**src/hdl/wsfd_pkg.sv**
```systemverilog
`default_nettype none
// ----------------------------------------------------------------------------
// wsfd_pkg
// Types and constants shared by the websocket frame decoder modules.
// ----------------------------------------------------------------------------
package wsfd_pkg;

	localparam int LEN_W  = 64;
	localparam int QDEPTH = 4;
	localparam int QAW    = 2;

	localparam logic [7:0]  LEN_CODE_EXT16 = 8'd126;
	localparam logic [7:0]  LEN_CODE_EXT64 = 8'd127;
	localparam logic [2:0]  EXT16_LAST_CNT = 3'd1;
	localparam logic [2:0]  EXT64_LAST_CNT = 3'd7;
	localparam logic [2:0]  KEY_LAST_CNT   = 3'd3;
	localparam logic [31:0] MAX_PAYLOAD_RST = 32'h0400_0000;

	localparam int          CFG_AW            = 3;
	localparam logic        REG_EXPECT_MASKED = 1'b0;
	localparam logic        REG_MAX_PAYLOAD   = 1'b1;

	typedef enum logic [2:0] {
		PH_BYTE0,
		PH_BYTE1,
		PH_EXT16,
		PH_EXT64,
		PH_KEY,
		PH_PAYLOAD,
		PH_ERROR
	} phase_t;

	typedef enum logic [1:0] {
		KIND_HEADER  = 2'd0,
		KIND_PAYLOAD = 2'd1,
		KIND_ERROR   = 2'd2
	} kind_t;

	typedef struct packed {
		kind_t       kind;
		logic        fin;
		logic [3:0]  opcode;
		logic [31:0] length;
		logic [7:0]  data;
		logic [7:0]  key;
		logic        last;
	} cmd_t;

	typedef struct packed {
		kind_t       kind;
		logic        fin;
		logic [3:0]  opcode;
		logic [31:0] length;
		logic [7:0]  data;
		logic        last;
	} res_t;

endpackage

`default_nettype wire

```
**src/hdl/wsfd_front.sv**
```systemverilog
`default_nettype none
// ----------------------------------------------------------------------------
// wsfd_front
// Header parser: takes stream bytes, tracks the frame phase, runs the header
// checks and issues one command per result into the queue.
// ----------------------------------------------------------------------------
module wsfd_front
	import wsfd_pkg::*;
#(
	parameter int INDEX_WIDTH = 32
) (
	input  wire logic        clk,
	input  wire logic        arst_n,
	input  wire logic        in_valid,
	input  wire logic [7:0]  in_byte,
	input  wire logic        expect_masked,
	input  wire logic [31:0] max_payload,
	output logic             cmd_valid,
	output cmd_t             cmd
);

	localparam logic [LEN_W-1:0] IDX_MAX = {LEN_W{1'b1}} >> (LEN_W - INDEX_WIDTH);

	phase_t                   phase_q, phase_d;
	logic [2:0]               hcount_q, hcount_d;
	logic [LEN_W-1:0]         len_q, len_d;
	logic [31:0]              key_q, key_d;
	logic [INDEX_WIDTH-1:0]   idx_q, idx_d;
	logic                     fin_q, fin_d;
	logic [3:0]               opcode_q, opcode_d;
	logic                     masked_q, masked_d;
	logic                     rsv_q, rsv_d;

	logic                     len_done;
	logic                     hdr_done;
	logic [INDEX_WIDTH-1:0]   idx_next;
	logic [7:0]               key_byte;
	logic [2:0]               ext_last;

	always_ff @(posedge clk or negedge arst_n) begin
		if (!arst_n) begin
			phase_q  <= PH_BYTE0;
			hcount_q <= '0;
			len_q    <= '0;
			key_q    <= '0;
			idx_q    <= '0;
			fin_q    <= 1'b0;
			opcode_q <= '0;
			masked_q <= 1'b0;
			rsv_q    <= 1'b0;
		end else begin
			phase_q  <= phase_d;
			hcount_q <= hcount_d;
			len_q    <= len_d;
			key_q    <= key_d;
			idx_q    <= idx_d;
			fin_q    <= fin_d;
			opcode_q <= opcode_d;
			masked_q <= masked_d;
			rsv_q    <= rsv_d;
		end
	end

	always_comb begin
		phase_d   = phase_q;
		hcount_d  = hcount_q;
		len_d     = len_q;
		key_d     = key_q;
		idx_d     = idx_q;
		fin_d     = fin_q;
		opcode_d  = opcode_q;
		masked_d  = masked_q;
		rsv_d     = rsv_q;
		len_done  = 1'b0;
		hdr_done  = 1'b0;
		idx_next  = idx_q + 1'b1;
		key_byte  = masked_q ? key_q[8'(31 - 8 * int'(idx_q[1:0])) -: 8] : 8'h00;
		ext_last  = (phase_q == PH_EXT16) ? EXT16_LAST_CNT : EXT64_LAST_CNT;
		cmd_valid = 1'b0;
		cmd.kind   = KIND_HEADER;
		cmd.fin    = fin_q;
		cmd.opcode = opcode_q;
		cmd.length = '0;
		cmd.data   = '0;
		cmd.key    = '0;
		cmd.last   = 1'b0;

		if (in_valid) begin
			case (phase_q)
				PH_BYTE0: begin
					fin_d    = in_byte[7];
					rsv_d    = |in_byte[6:4];
					opcode_d = in_byte[3:0];
					phase_d  = PH_BYTE1;
				end
				PH_BYTE1: begin
					masked_d = in_byte[7];
					hcount_d = '0;
					len_d    = '0;
					if ({1'b0, in_byte[6:0]} == LEN_CODE_EXT16) begin
						phase_d = PH_EXT16;
					end else if ({1'b0, in_byte[6:0]} == LEN_CODE_EXT64) begin
						phase_d = PH_EXT64;
					end else begin
						len_d    = LEN_W'(in_byte[6:0]);
						len_done = 1'b1;
					end
				end
				PH_EXT16, PH_EXT64: begin
					len_d = {len_q[LEN_W-9:0], in_byte};
					if (hcount_q == ext_last) begin
						len_done = 1'b1;
					end else begin
						hcount_d = hcount_q + 3'd1;
					end
				end
				PH_KEY: begin
					key_d = {key_q[23:0], in_byte};
					if (hcount_q == KEY_LAST_CNT) begin
						hdr_done = 1'b1;
					end else begin
						hcount_d = hcount_q + 3'd1;
					end
				end
				PH_PAYLOAD: begin
					idx_d      = idx_next;
					cmd_valid  = 1'b1;
					cmd.kind   = KIND_PAYLOAD;
					cmd.length = len_q[31:0];
					cmd.data   = in_byte;
					cmd.key    = key_byte;
					if (LEN_W'(idx_next) >= len_q) begin
						cmd.last = 1'b1;
						phase_d  = PH_BYTE0;
					end
				end
				PH_ERROR: begin
					phase_d = PH_ERROR;
				end
				default: begin
					phase_d = PH_ERROR;
				end
			endcase

			if (len_done) begin
				if (rsv_q || (masked_d != expect_masked) ||
				    (len_d > LEN_W'(max_payload)) || (len_d > IDX_MAX)) begin
					phase_d    = PH_ERROR;
					cmd_valid  = 1'b1;
					cmd.kind   = KIND_ERROR;
					cmd.last   = 1'b1;
				end else if (masked_d) begin
					phase_d  = PH_KEY;
					hcount_d = '0;
					key_d    = '0;
				end else begin
					hdr_done = 1'b1;
				end
			end

			if (hdr_done) begin
				idx_d      = '0;
				cmd_valid  = 1'b1;
				cmd.kind   = KIND_HEADER;
				cmd.length = len_d[31:0];
				if (len_d == '0) begin
					phase_d  = PH_BYTE0;
					cmd.last = 1'b1;
				end else begin
					phase_d = PH_PAYLOAD;
				end
			end
		end
	end

endmodule

`default_nettype wire

```
**src/hdl/wsfd_queue.sv**
```systemverilog
`default_nettype none
// ----------------------------------------------------------------------------
// wsfd_queue
// Short command queue between the header parser and the result stage.
// ----------------------------------------------------------------------------
module wsfd_queue
	import wsfd_pkg::*;
(
	input  wire logic clk,
	input  wire logic arst_n,
	input  wire logic push,
	input  cmd_t      push_cmd,
	input  wire logic pop,
	output logic      full,
	output logic      not_empty,
	output cmd_t      head
);

	cmd_t           mem_q [QDEPTH];
	logic [QAW-1:0] wr_ptr_q;
	logic [QAW-1:0] rd_ptr_q;
	logic [QAW:0]   count_q;

	assign full      = (count_q == (QAW + 1)'(QDEPTH));
	assign not_empty = (count_q != '0);
	assign head      = mem_q[rd_ptr_q];

	always_ff @(posedge clk) begin
		if (push) begin
			mem_q[wr_ptr_q] <= push_cmd;
		end
	end

	always_ff @(posedge clk or negedge arst_n) begin
		if (!arst_n) begin
			wr_ptr_q <= '0;
			rd_ptr_q <= '0;
			count_q  <= '0;
		end else begin
			if (push) begin
				wr_ptr_q <= wr_ptr_q + 1'b1;
			end
			if (pop) begin
				rd_ptr_q <= rd_ptr_q + 1'b1;
			end
			case ({push, pop})
				2'b10:   count_q <= count_q + 1'b1;
				2'b01:   count_q <= count_q - 1'b1;
				default: count_q <= count_q;
			endcase
		end
	end

endmodule

`default_nettype wire

```
**src/hdl/wsfd_back.sv**
```systemverilog
`default_nettype none
// ----------------------------------------------------------------------------
// wsfd_back
// Result stage: unmasks payload bytes and holds the oldest result item
// until it is popped.
// ----------------------------------------------------------------------------
module wsfd_back
	import wsfd_pkg::*;
(
	input  wire logic clk,
	input  wire logic arst_n,
	input  wire logic cmd_avail,
	input  cmd_t      cmd,
	output logic      cmd_take,
	input  wire logic pop,
	output logic      empty,
	output res_t      res
);

	logic out_valid_q;
	res_t out_q;

	assign cmd_take = cmd_avail && (!out_valid_q || pop);
	assign empty    = !out_valid_q;
	assign res      = out_q;

	always_ff @(posedge clk or negedge arst_n) begin
		if (!arst_n) begin
			out_valid_q <= 1'b0;
		end else if (cmd_take) begin
			out_valid_q <= 1'b1;
		end else if (pop) begin
			out_valid_q <= 1'b0;
		end
	end

	always_ff @(posedge clk) begin
		if (cmd_take) begin
			out_q.kind   <= cmd.kind;
			out_q.fin    <= cmd.fin;
			out_q.opcode <= cmd.opcode;
			out_q.length <= cmd.length;
			out_q.data   <= cmd.data ^ cmd.key;
			out_q.last   <= cmd.last;
		end
	end

endmodule

`default_nettype wire

```
**src/hdl/websocket_frame_decoder_core.sv**
```systemverilog
`default_nettype none
// ----------------------------------------------------------------------------
// websocket_frame_decoder_core
// Receive-side websocket frame decoder with queue-style item ports.
// ----------------------------------------------------------------------------
// One stream byte is taken per clock cycle while full is low; the header parser
// updates its phase state once per byte. A header, payload or error result is
// decoded by the parser combinationally, then registered in the four-entry
// command queue and in the output register before it reaches the result ports.
// full rises only when the command queue is full, i.e. when results are not being
// popped. After a protocol error one error item is given and all further bytes
// are dropped until reset. Configuration registers: expect_masked at address 0
// and max_payload at address 4; write them only while the block is idle.
// ----------------------------------------------------------------------------
module websocket_frame_decoder_core
	import wsfd_pkg::*;
#(
	parameter int INDEX_WIDTH = 32
) (
	input  wire logic              clk,
	input  wire logic              arst_n,
	input  wire logic              push,
	output logic                   full,
	input  wire logic [7:0]        stream_byte,
	output logic                   empty,
	input  wire logic              pop,
	output logic [1:0]             kind,
	output logic                   fin,
	output logic [3:0]             opcode,
	output logic [31:0]            payload_length,
	output logic [7:0]             payload_byte,
	output logic                   last,
	input  wire logic              psel,
	input  wire logic              penable,
	input  wire logic              pwrite,
	input  wire logic [CFG_AW-1:0] paddr,
	input  wire logic [31:0]       pwdata,
	output logic [31:0]            prdata,
	output logic                   pready
);

	logic        expect_masked_q;
	logic [31:0] max_payload_q;
	logic        cfg_wr;

	logic        in_valid;
	logic        cmd_valid;
	cmd_t        cmd;
	logic        q_not_empty;
	cmd_t        q_head;
	logic        cmd_take;
	res_t        res;

	assign pready = 1'b1;
	assign cfg_wr = psel && penable && pwrite;

	always_ff @(posedge clk or negedge arst_n) begin
		if (!arst_n) begin
			expect_masked_q <= 1'b0;
			max_payload_q   <= MAX_PAYLOAD_RST;
		end else if (cfg_wr) begin
			case (paddr[2])
				REG_EXPECT_MASKED: expect_masked_q <= pwdata[0];
				REG_MAX_PAYLOAD:   max_payload_q   <= pwdata;
				default:           max_payload_q   <= max_payload_q;
			endcase
		end
	end

	always_comb begin
		case (paddr[2])
			REG_EXPECT_MASKED: prdata = {31'd0, expect_masked_q};
			REG_MAX_PAYLOAD:   prdata = max_payload_q;
			default:           prdata = '0;
		endcase
	end

	assign in_valid = push && !full;

	wsfd_front #(
		.INDEX_WIDTH (INDEX_WIDTH)
	) u_front (
		.clk           (clk),
		.arst_n        (arst_n),
		.in_valid      (in_valid),
		.in_byte       (stream_byte),
		.expect_masked (expect_masked_q),
		.max_payload   (max_payload_q),
		.cmd_valid     (cmd_valid),
		.cmd           (cmd)
	);

	wsfd_queue u_queue (
		.clk       (clk),
		.arst_n    (arst_n),
		.push      (cmd_valid),
		.push_cmd  (cmd),
		.pop       (cmd_take),
		.full      (full),
		.not_empty (q_not_empty),
		.head      (q_head)
	);

	wsfd_back u_back (
		.clk       (clk),
		.arst_n    (arst_n),
		.cmd_avail (q_not_empty),
		.cmd       (q_head),
		.cmd_take  (cmd_take),
		.pop       (pop),
		.empty     (empty),
		.res       (res)
	);

	assign kind           = res.kind;
	assign fin            = res.fin;
	assign opcode         = res.opcode;
	assign payload_length = res.length;
	assign payload_byte   = res.data;
	assign last           = res.last;

endmodule

`default_nettype wire
```
**config.mk**
```make
export PLATFORM = sky130hd
export DESIGN_NAME = websocket_frame_decoder_core
export DESIGN_NICKNAME = d
export VERILOG_FILES = /design/src/hdl/wsfd_pkg.sv /design/src/hdl/wsfd_front.sv /design/src/hdl/wsfd_queue.sv /design/src/hdl/wsfd_back.sv /design/src/hdl/websocket_frame_decoder_core.sv
export SDC_FILE = /design/constraint.sdc
export NUM_CORES = 1
export LEC_CHECK = 0
export ABC_AREA = 1
export BUFFER_PORTS_ARGS = -buffer_cell sky130_fd_sc_hd__buf_2
export CAP_MARGIN = 20
export CORE_ASPECT_RATIO = 1.4
export CORE_MARGIN = 4
export CORE_UTILIZATION = 45
export DETAILED_ROUTE_END_ITERATION = 10
export GPL_ROUTABILITY_DRIVEN = 0
export HOLD_SLACK_MARGIN = 0.15
export PLACE_DENSITY = 0.62
export SLEW_MARGIN = 20
export SYNTH_ARGS = -nofsm -noshare
export SYNTH_HDL_FRONTEND = slang
export SYNTH_SLANG_ARGS = --single-unit
```
**constraint.sdc**
```tcl
create_clock -name clk -period 6.82 [get_ports clk]
set_input_delay 1.023 -clock clk [delete_from_list [all_inputs] [get_ports clk]]
set_output_delay 1.023 -clock clk [all_outputs]
set_load 0.01 [all_outputs]
```
# Yosys cells after proc, flatten, opt, wreduce, memory -nomap -nowiden
# Memory sizes are Yosys's and may differ from the RTL's.
# Index checks and enable logic that the tools add are counted.
[totals]
ff_bits = 230
ram_bits = 224
input_bits = 50
wordCells = 135
n_memories = 1
output_inout_bits = 83
[memory_table]
columns = ["memory", "depth", "width", "rd", "rd_clocked_by_memory_dff", "write_ports", "line", "source"]
rows = [
  ["u_queue.mem_q", 4, 56, 1, 0, 1, "wsfd_queue.sv:19", "cmd_t mem_q [QDEPTH];"],
]
[classes]
bitwise_logic = 2
reduce_logical = 23
n_eq_ne = 13
n_lt_le_gt_ge = 3
n_shift = 1
add_sub_neg = 7
n_mux = 64
[ops]
columns = ["operator", "count"]
rows = [
  ["two-way mux 32 bit", 7],
  ["two-way mux 64 bit", 2],
  ["one-hot mux 64 bit (2 select lines)", 1],
  ["two-way mux 49 bit", 2],
  [">= comparator 32 x 64 -> 1 bit", 1],
  ["greater-than comparator 64 x 32 -> 1 bit", 1],
  ["greater-than comparator 64 x 32 -> 1 bit (second input constant)", 1],
  ["logical NOT 64 bit", 1],
  ["one-hot mux 32 bit (2 select lines)", 1],
  ["two-way mux 3 bit", 14],
  ["indexed part select 39 x 8 -> 8 bit", 1],
  ["adder 32 x 1 -> 32 bit (second input constant)", 1],
  ["two-way mux 1 bit", 27],
  ["== test 7 bit (second input constant)", 2],
  ["one-hot mux 3 bit (4 select lines)", 1],
  ["== test 3 x 2 -> 1 bit (second input constant)", 3],
  ["== test 3 bit (second input constant)", 3],
  ["one-hot mux 3 bit (3 select lines)", 1],
  ["two-way mux 2 bit", 4],
  ["two-way mux 8 bit", 1],
  ["AND reduction 2 bit", 4],
  ["XOR 8 bit", 1],
  ["two-way mux 7 bit", 1],
  ["adder 3 x 1 -> 3 bit (second input constant)", 2],
  ["19 further kinds", 30],
]

# Depth between registers and ports, before layout
# Gate-level depths: netlist (run 1).
[depth]
word_depth = 15
depth_mapped = 31
depth_no_buf = 31

# Cells and area by module
# A second synthesis (run 1) with hierarchy kept.
[hier_totals]
cells_unflattened = 2507
area_unflattened_um2 = 22765.6
[modules_own_cells]
columns = ["module", "n_inst", "cells_each", "seq_area_each_um2", "area_each_um2"]
rows = [
  ["wsfd_front", 1, 1499, 3528.4, 10231.1],
  ["wsfd_queue", 1, 702, 6901.6, 9302.7],
  ["websocket_frame_decoder_core", 1, 220, 827.0, 1620.3],
  ["wsfd_back", 1, 86, 1466.4, 1611.5],
]

# Least setup slack after synthesis (run 1)
# Ideal clock, no wire load.
[synth_path]
kind = "input -> register"
start = "in stream_byte[2]"
end = "mem u_queue.mem_q[0][0] (netlist name) (enable)"
n_path_buf = 0
required_ns = 6.350
path_slack_ns = 0.812
path_stages = 23
t_arrival_ns = 5.538
setup_ns = 0.470
path_cell_list = "inv_1 nor3_1 nand2_1 nand2_1 nand2_1 a22oi_1 inv_1 ha_1 a21oi_1 nor2_1 nor2_1 nand2_1 nand2_1 nand2_1 nand2_1 nand2_1 nand2_1 nand4_2 nand2_4 inv_4 nand2_2 nand2_2 nor2_1"
[synth_between]
elab_chain_cells = 15
word_cells_on_any_way = 23
classes_between = "order compare: 2; eq/ne: 2; mux: 17; reduce/logical: 2"
[synth_lines]
columns = ["item", "line", "source"]
rows = [
  ["start, declared", "websocket_frame_decoder_core.sv:24", "input wire logic [7:0] stream_byte,"],
  ["== test 7 bit", "wsfd_front.sv:102", "end else if ({1'b0, in_byte[6:0]} == LEN_CODE_EXT64) begin"],
  ["two-way mux 7 bit", "wsfd_front.sv:102", ""],
  ["two-way mux 64 bit", "wsfd_front.sv:100", "if ({1'b0, in_byte[6:0]} == LEN_CODE_EXT16) begin"],
  ["one-hot mux 64 bit (2 select lines)", "wsfd_front.sv:89", "case (phase_q)"],
  ["two-way mux 64 bit", "wsfd_front.sv:88", "if (in_valid) begin"],
  ["greater-than comparator 64 x 32 -> 1 bit", "wsfd_front.sv:147", "(len_d > LEN_W'(max_payload)) || (len_d > IDX_MAX)) begin"],
  ["logical OR 1 bit", "wsfd_front.sv:146", "if (rsv_q || (masked_d != expect_masked) ||"],
  ["logical OR 1 bit", "wsfd_front.sv:147", ""],
  ["two-way mux 1 bit", "wsfd_front.sv:146", ""],
  ["two-way mux 1 bit", "wsfd_front.sv:145", "if (len_done) begin"],
  ["two-way mux 1 bit", "wsfd_front.sv:88", ""],
  ["two-way mux 1 bit *", "wsfd_front.sv:161", "if (hdr_done) begin"],
  ["two-way mux 1 bit *", "wsfd_front.sv:88", ""],
  ["two-way mux 1 bit *", "wsfd_queue.sv:29", "if (push) begin"],
  ["two-way mux 1 bit (not written as such) *", "wsfd_queue.sv:30", "mem_q[wr_ptr_q] <= push_cmd;"],
  ["end, declared", "wsfd_queue.sv:19", ""],
]
# Mark *: on every way between the ends. The rest lies on a longest branch, timed or not. The select of a mux whose other input is x is not followed.

# Final worst setup path (run 1)
[layout_path]
start = "reg u_front.phase_q[1]"
end = "reg u_queue.count_q[2]"
[layout_between]
elab_chain_cells = 14
word_cells_on_any_way = 35
classes_between = "order compare: 2; eq/ne: 9; mux: 19; reduce/logical: 5"
[layout_lines]
columns = ["item", "line", "source"]
rows = [
  ["start, declared", "wsfd_front.sv:24", "phase_t phase_q, phase_d;"],
  ["start signal, assigned", "wsfd_front.sv:52", "phase_q <= phase_d;"],
  ["== test 3 x 2 -> 1 bit, or another cell as far along", "wsfd_front.sv:89", ""],
  ["OR reduction 2 bit or two-way mux 1 bit (tied branches)", "wsfd_front.sv:89", ""],
  ["one-hot mux 64 bit (2 select lines) or two-way mux 1 bit (tied branches)", "wsfd_front.sv:89, wsfd_front.sv:88", ""],
  ["two-way mux 64 bit or inequality test 1 bit (tied branches)", "wsfd_front.sv:88, wsfd_front.sv:146", ""],
  ["greater-than comparator 64 x 32 -> 1 bit or logical OR 1 bit (tied branches)", "wsfd_front.sv:147, wsfd_front.sv:146", ""],
  ["logical OR 1 bit", "wsfd_front.sv:146", ""],
  ["logical OR 1 bit", "wsfd_front.sv:147", ""],
  ["two-way mux 1 bit", "wsfd_front.sv:146", ""],
  ["two-way mux 1 bit", "wsfd_front.sv:145", ""],
  ["two-way mux 1 bit", "wsfd_front.sv:88", ""],
  ["two-way mux 1 bit *", "wsfd_front.sv:161", ""],
  ["two-way mux 1 bit *", "wsfd_front.sv:88", ""],
  ["== test 2 x 1 -> 1 bit or == test 2 bit (tied branches)", "wsfd_queue.sv:46", "case ({push, pop})"],
  ["one-hot mux 3 bit (2 select lines) or nonzero test 2 bit (tied branches)", "n/a", ""],
  ["end signal, assigned", "wsfd_queue.sv:47", "2'b10: count_q <= count_q + 1'b1;"],
  ["end signal, assigned", "wsfd_queue.sv:48", "2'b01: count_q <= count_q - 1'b1;"],
  ["end signal, assigned", "wsfd_queue.sv:49", "default: count_q <= count_q;"],
  ["end, declared", "wsfd_queue.sv:22", "logic [QAW:0] count_q;"],
]
# Marks and branches as above.
# A chain may end at the register's enable or synchronous reset.

==> impl_metrics.ini, run 1 <==
[clock_tree]
cts_buffer_depth = 3
cts_setup_buffers = 0
cts_buffers = 45
clkTransAtPathRegs_ns = 0.06
cts_tree = yes
cts_resized = 0
cts-root-buf = clkbuf_16
clk-insertion-delay-late_ns = 0.57
cts_htree_levels = 2
ctsHoldBuffers = 0
cts_sinks = 454

[sta]
fin_crit_sh_pct = 78.7
slew_violations = 0
hold_violations = 0
min_period_ns = 5.36
fmax_mhz = 186
max_slew_margin_pct = 32.6
tns_ns = 0
clock_skew_ns = 0.0256
worst_pin_slew_ns = 1.01
rsz0062_at_grt = false
setup_viol = 0

[logic_synthesis]
synth_seq_cells = 454
synth_area_per_cell_um2 = 9.55
synth.cell_area_mm2 = 0.0216
yosys.area.top_type = edfxtp_1
synth_compound_area_share_pct = 14.0
synthTopCellsByArea = edfxtp_1 38%, dfrtp_1 21%, nand2_1 6.9%
yosys.area_share.adder_pct = 4.32
synth_xor_xnor_area_share_pct = 1.46
ys_types = 50
synth_warnings = 0
synthDominantCellAreaShare_pct = 37.8
synthSimpleGateAreaFrac_pct = 14.7
synthMuxAreaShare_pct = 0
synth_nets = 2385
yosysSeqAreaShare_pct = 58.9
synth_top_family_by_area = simple AND/OR/NAND/NOR gates
synth_cells = 2261

[final_layout]
fin_nets = 2483
fin_area_mm2 = 0.0244
area_growth_pct = 13.2
layout-drive-gt1-share_pct = 11.1
most-common-layout-cells = 394 x nand2_1, 280 x nor2_1, 272 x edfxtp_1
n_fill_cell = 4290
fin_util_pct = 51.7
final_common_cell = nand2_1

[floorplanning]
die_area_mm2 = 0.0516
start_util_pct = 45.7
std_cell_rows = 94
die_y_um = 267
die_w_um = 193
io_pins = 133
core_area_mm2 = 0.0473

[routing]
via_per_inst = 5.44
wl_per_cell_um = 18.6
drc = 0
drt_wl_total_um = 56200
drt_iter0_drc = 1346
postRouteAntennaNets = 0
vias = 16400
first_pass_iters = 5

[critical_path]
cp-startpoint = u_front.phase_q[1]
cp_data_required_time_ns = 7.26
cp-start-kind = flip-flop
reg2reg_from = u_front.phase_q[1]
crit_fanout = 23
arrival_ns = 5.80
end_kind = flip-flop
path_class = flip-flop to flip-flop

[global_routing]
grt_max_degree = 111
grt_pass1_vias = 16100
antenna_found_initial = 0
grt_pass1_wl_um = 87600
overflow = 0
grt_use_total_pct = 21.6

[pwr]
total_leakage_power_nw = 10.5
vdd_drop_max_uv = 263
p_total_mw = 11.1
powerDensity_mw_per_mm2 = 454

[hold_path]
worstHoldStart = u_front.key_q[31]
hp-class = flip-flop to flip-flop

[place]
placed_area_mm2 = 0.0229
port_buffers = 129
post-dp-hpwl_um = 38300

[run]
drv_cap = 0

[outcome]
status = finished, final reports clean
-- worst paths after layout --
check	endpoint	slack, ns	cells after the start
setup / recovery	u_queue.count_q[2]	1.46	27
hold / removal	u_front.key_q[31]	0.51	2
setup reg to reg	u_queue.count_q[2]	1.46	27
hold reg to reg	u_front.key_q[31]	0.51	2
max in group asynchronous	u_front.len_q[43]	4.66	2
min in group asynchronous	u_front.idx_q[16]	0.58	1
-- sequential cells by signal (all words and copies together), names as in the netlist, 2 cells and up --
| register | count |
|---|---|
| u_queue.wr_ptr_q | 2 |
| u_front.key_q | 32 |
| u_front.opcode_q | 4 |
| u_front.hcount_q | 3 |
| u_front.len_q | 64 |
| u_queue.mem_q | 224 |
| u_queue.rd_ptr_q | 2 |
| u_front.idx_q | 32 |
| u_front.phase_q | 3 |
| u_queue.count_q | 3 |
| u_back.res | 48 |
| max_payload_q | 32 |
-- where the power goes --
| group | switching [mW] | total, mW | internal (mW) | leakage, nW |
|---|---|---|---|---|
| clock | 1.07 | 2.57 | 1.50 | 0.751 |
| combinational | 2.88 | 4.27 | 1.40 | 4.96 |
| sequential | 0.486 | 4.26 | 3.77 | 4.78 |
-- cell type report --
cell class | instances | area [um^2] | share of cell area (%)
multi-input cells | 1448 | 7530 | 30.8
repair buffers | 160 | 925 | 3.78
well taps | 624 | 781 | 3.19
flip-flops and latches | 454 | 12700 | 52.1
clock buffers | 53 | 1170 | 4.77
inverters | 250 | 941 | 3.85
clock inverters | 30 | 372 | 1.52
diodes | 1 | 2.50 | 0.0102
-- through the flow --
stage / hold slack (ns) / std cells / setup WS, ns
2_1_floorplan: 0.454 / 2261 / 0.812
3_3_place_gp: 0.479 / 2935 / 1.30
3_5_place_dp: 0.495 / 2936 / 1.22
4_1_cts: 0.511 / 3019 / 1.53
5_1_grt: 0.533 / 3019 / 0.984
6_report: 0.507 / 3020 / 1.46
-- routing by layer --
metal  share of wire, %  GRT usage (%)  vias to the layer above
met5                  0              0                        -
met2                 51           38.5                      440
met1                 40           26.7                     7980
met3                4.3           2.33                      124
met4                4.3           8.86                        0
li1                   -              -                     7891
-- cell families (layout without fill, tap and decap cells) --
kind of cell               count (synthesis)  in the layout
and+or+nand+nor                          790            790
AOI/OAI and AO/OA                        547            547
DFF                                      454            454
buffers and inverters                    359            493
adders and majority gates                 74             74
xor gates and xnor gates                  36             36
other                                      1              2
-- synthesized netlist by cell type, drive strengths merged --
| cell | instances |
|---|---|
| nor4 | 14 |
| and2 | 2 |
| ha | 73 |
| buf | 32 |
| edfxtp | 272 |
| a21o | 1 |
| a311oi | 1 |
| xor2 | 35 |
| dfstp | 1 |
| nor2 | 289 |
| nor3 | 15 |
| a22oi | 13 |
| clkinv | 2 |
| nand3b | 1 |
| nand2 | 401 |
| a32oi | 1 |
| o21bai | 1 |
| o21a | 2 |
| dfrtp | 181 |
| nand3 | 50 |
| xnor2 | 1 |
| and3 | 1 |
| a21oi | 105 |
| nand4 | 13 |
| o31ai | 1 |
| fa | 1 |
| nor3b | 1 |
| inv | 248 |
| o22ai | 116 |
| conb | 1 |
| a2bb2oi | 1 |
| o21ai | 275 |
| a211oi | 2 |
| or2 | 3 |
| a31oi | 28 |
| clkbuf | 77 |
-- worst max-delay path: stages, from the launching register on --
cell,delay (ns)
dfrtp_1,0.46
nor2_1,0.24
inv_2,0.08
nand2_1,0.74
nor2_1,0.16
a21oi_1,0.46
inv_1,0.09
ha_1,0.29
nand2_1,0.06
nor2_1,0.14
nand2_1,0.06
nand2_1,0.06
nand2_1,0.05
nand2_1,0.07
nand2_1,0.05
nand2_1,0.07
nand2_1,0.10
nand4_2,0.11
nand2_4,0.19
inv_4,0.28
nand2_2,0.13
nand2_2,0.24
ha_1,0.20
inv_1,0.07
fa_1,0.38
a21oi_1,0.16
o21ai_0,0.12
xor2_1,0.16
No activity file was read; power rests on OpenSTA's default activity.
==> inputs of run 2 (changes only) <==
--- a/config.mk
+++ b/config.mk
@@ -14,7 +14,7 @@
 export DETAILED_ROUTE_END_ITERATION = 10
 export GPL_ROUTABILITY_DRIVEN = 0
 export HOLD_SLACK_MARGIN = 0.15
-export PLACE_DENSITY = 0.62
+export PLACE_DENSITY = 0.64
 export SLEW_MARGIN = 20
 export SYNTH_ARGS = -nofsm -noshare
 export SYNTH_HDL_FRONTEND = slang
==> constraint.sdc (replaced) <==
create_clock -name clk -period 4.58 [get_ports clk]
set_input_delay 0.687 -clock clk [delete_from_list [all_inputs] [get_ports clk]]
set_output_delay 0.687 -clock clk [all_outputs]
set_load 0.01 [all_outputs]
==> run 2 against run 1 <==
Effect of this change:
- routed wire length shrank 1.6%
- global-route usage shrank 0.23 points
- via count grew 0.37%
- largest power group unchanged
==> impl_metrics.ini, run 2 (synthesis gave the netlist of run 1 again) <==
[outcome]
status = finished, final reports clean

[routing]
drt_wl_total_um = 55300
postRouteAntennaNets = 0
wl_per_cell_um = 18.2
via_per_inst = 5.43
drc = 0
vias = 16500
first_pass_iters = 6
drt_iter0_drc = 1272

[final_layout]
diodes = 0
final-seq-area_mm2 = 0.0127
most-common-layout-cells = 393 x nand2_1, 280 x nor2_1, 272 x edfxtp_1
final_cells = 3037
largest_reg_flops = 224
top_register = u_queue.mem_q
fin_nets = 2501
n_fill_cell = 4247
fin_area_mm2 = 0.0245
layout-drive-gt1-share_pct = 11.9
multi_input_area_mm2 = 0.00755
area_growth_pct = 13.5
final_common_cell = nand2_1

[clock_tree]
cts_htree_levels = 2
clkTransAtPathRegs_ns = 0.07
clk-insertion-delay-late_ns = 0.57
cts_buffer_depth = 3
ctsHoldBuffers = 0
cts-root-buf = clkbuf_16
cts_buffers = 44
cts_sinks = 454
cts_tree = yes

[floorplanning]
die_area_mm2 = 0.0516
io_pins = 133
start_util_pct = 45.7
std_cell_rows = 94
die_w_um = 193
core_area_mm2 = 0.0473
die_y_um = 267

[place]
dp.cells = 2955
post-dp-hpwl_um = 37800
placed_area_mm2 = 0.0231
port_buffers = 129

[critical_path]
cp_data_required_time_ns = 5.01
cp-start-kind = flip-flop
end_kind = flip-flop
r2r_slack_ns = 0.28
arrival_ns = 4.73
path_class = flip-flop to flip-flop
crit_fanout = 23

[pwr]
powerDensity_mw_per_mm2 = 666
total_leakage_power_nw = 10.5
vdd_drop_max_uv = 428

[sta]
clock_skew_ns = 0.0285
min_period_ns = 4.30
slew_violations = 0
tns_ns = 0
max_slew_margin_pct = 41.0
setup_viol = 0
fin_crit_sh_pct = 93.8
fmax_mhz = 233
hold_violations = 0
rsz0062_at_grt = false
worst_pin_slew_ns = 0.885

[global_routing]
overflow = 0
grt_pass1_wl_um = 87200
grt_pass1_vias = 16100
grt_use_total_pct = 21.4
antenna_found_initial = 0
grt_max_degree = 159

[hold_path]
hp-class = primary input to async pin

[run]
drv_cap = 0
-- run 2: changes by cell type in the layout (fill, tap and decap cells not counted), sizes merged --
cell / before / now
bufinv: 7 / 2
diode: 1 / 0
clkinvlp: 1 / 2
clkbuf: 54 / 57
buf: 159 / 179
inv: 249 / 251
clkinv: 23 / 20
-- run 2: worst paths after layout --
check / from / to / depth (start not counted)
max in group asynchronous: arst_n / u_front.idx_q[25] / 2
worst min register to register: u_front.idx_q[30] / u_front.idx_q[30] / 2
worst max-delay path: u_front.phase_q[2] / u_queue.count_q[2] / 23
worst min-delay path: arst_n / max_payload_q[31] / 1
min in group clk: pop / u_back.out_valid_q / 2
worst max register to register: u_front.phase_q[2] / u_queue.count_q[2] / 23
-- run 2: through the flow --
stage	setup slack [ns]	utilization (%)	total power, mW	hold slack, ns
finish	0.285	51.9	16.3	0.166
global route	0.0145	51.9	17.6	0.235
CTS	0.196	51.8	16.4	0.193
detailed placement	0.138	48.8	12.8	0.486
global placement	0.218	48.8	12.6	0.479
floorplan	-0.175	-	10.7	0.391
-- run 2: repair_timing --
item | 4_1_cts | 5_1_grt
gates resized for setup | 0 | 4
buffers inserted | 0 | 0
endpoints found under the setup margin | 0 | 6
-- run 2: worst max-delay path, cell delays in order (launching register included) --
cell	delay (ns)
dfrtp_1	0.40
inv_2	0.13
nand2_1	0.10
nand2_1	0.21
buf_12	0.24
o22ai_1	0.44
ha_1	0.36
a21oi_1	0.18
nand2_1	0.08
nand2_1	0.06
nand2_1	0.05
a21oi_1	0.15
nand2_1	0.07
nand2_1	0.12
nand3_1	0.14
a21oi_1	0.19
nand2_2	0.12
nand2_2	0.10
ha_1	0.15
inv_1	0.07
fa_1	0.38
a21oi_1	0.14
o21ai_0	0.11
xor2_1	0.15
-- run 2: cell type report --
| class | instances | share of cell area, % |
|---|---|---|
| multi-input cells | 1448 | 30.8 |
| repair buffers | 179 | 4.55 |
| well taps | 624 | 3.18 |
| clock buffers | 57 | 4.85 |
| inverters | 250 | 3.84 |
| clock inverters | 25 | 0.888 |
| flip-flops and latches | 454 | 51.9 |
-- run 2: layer usage --
layer  global-route usage, %  part of all wire (%)  up-vias
met4                    7.12                   3.2        0
li1                        -                     -     7924
met3                    2.89                   5.4      109
met2                    38.0                    51      494
met1                    26.8                    40     7968
met5                       0                     0        -
-- run 2: power by group --
group / leakage, nW / switching, mW / internal [mW]
sequential: 4.78 / 0.683 / 5.62
clock: 0.689 / 1.57 / 1.97
combinational: 5.06 / 4.33 / 2.16
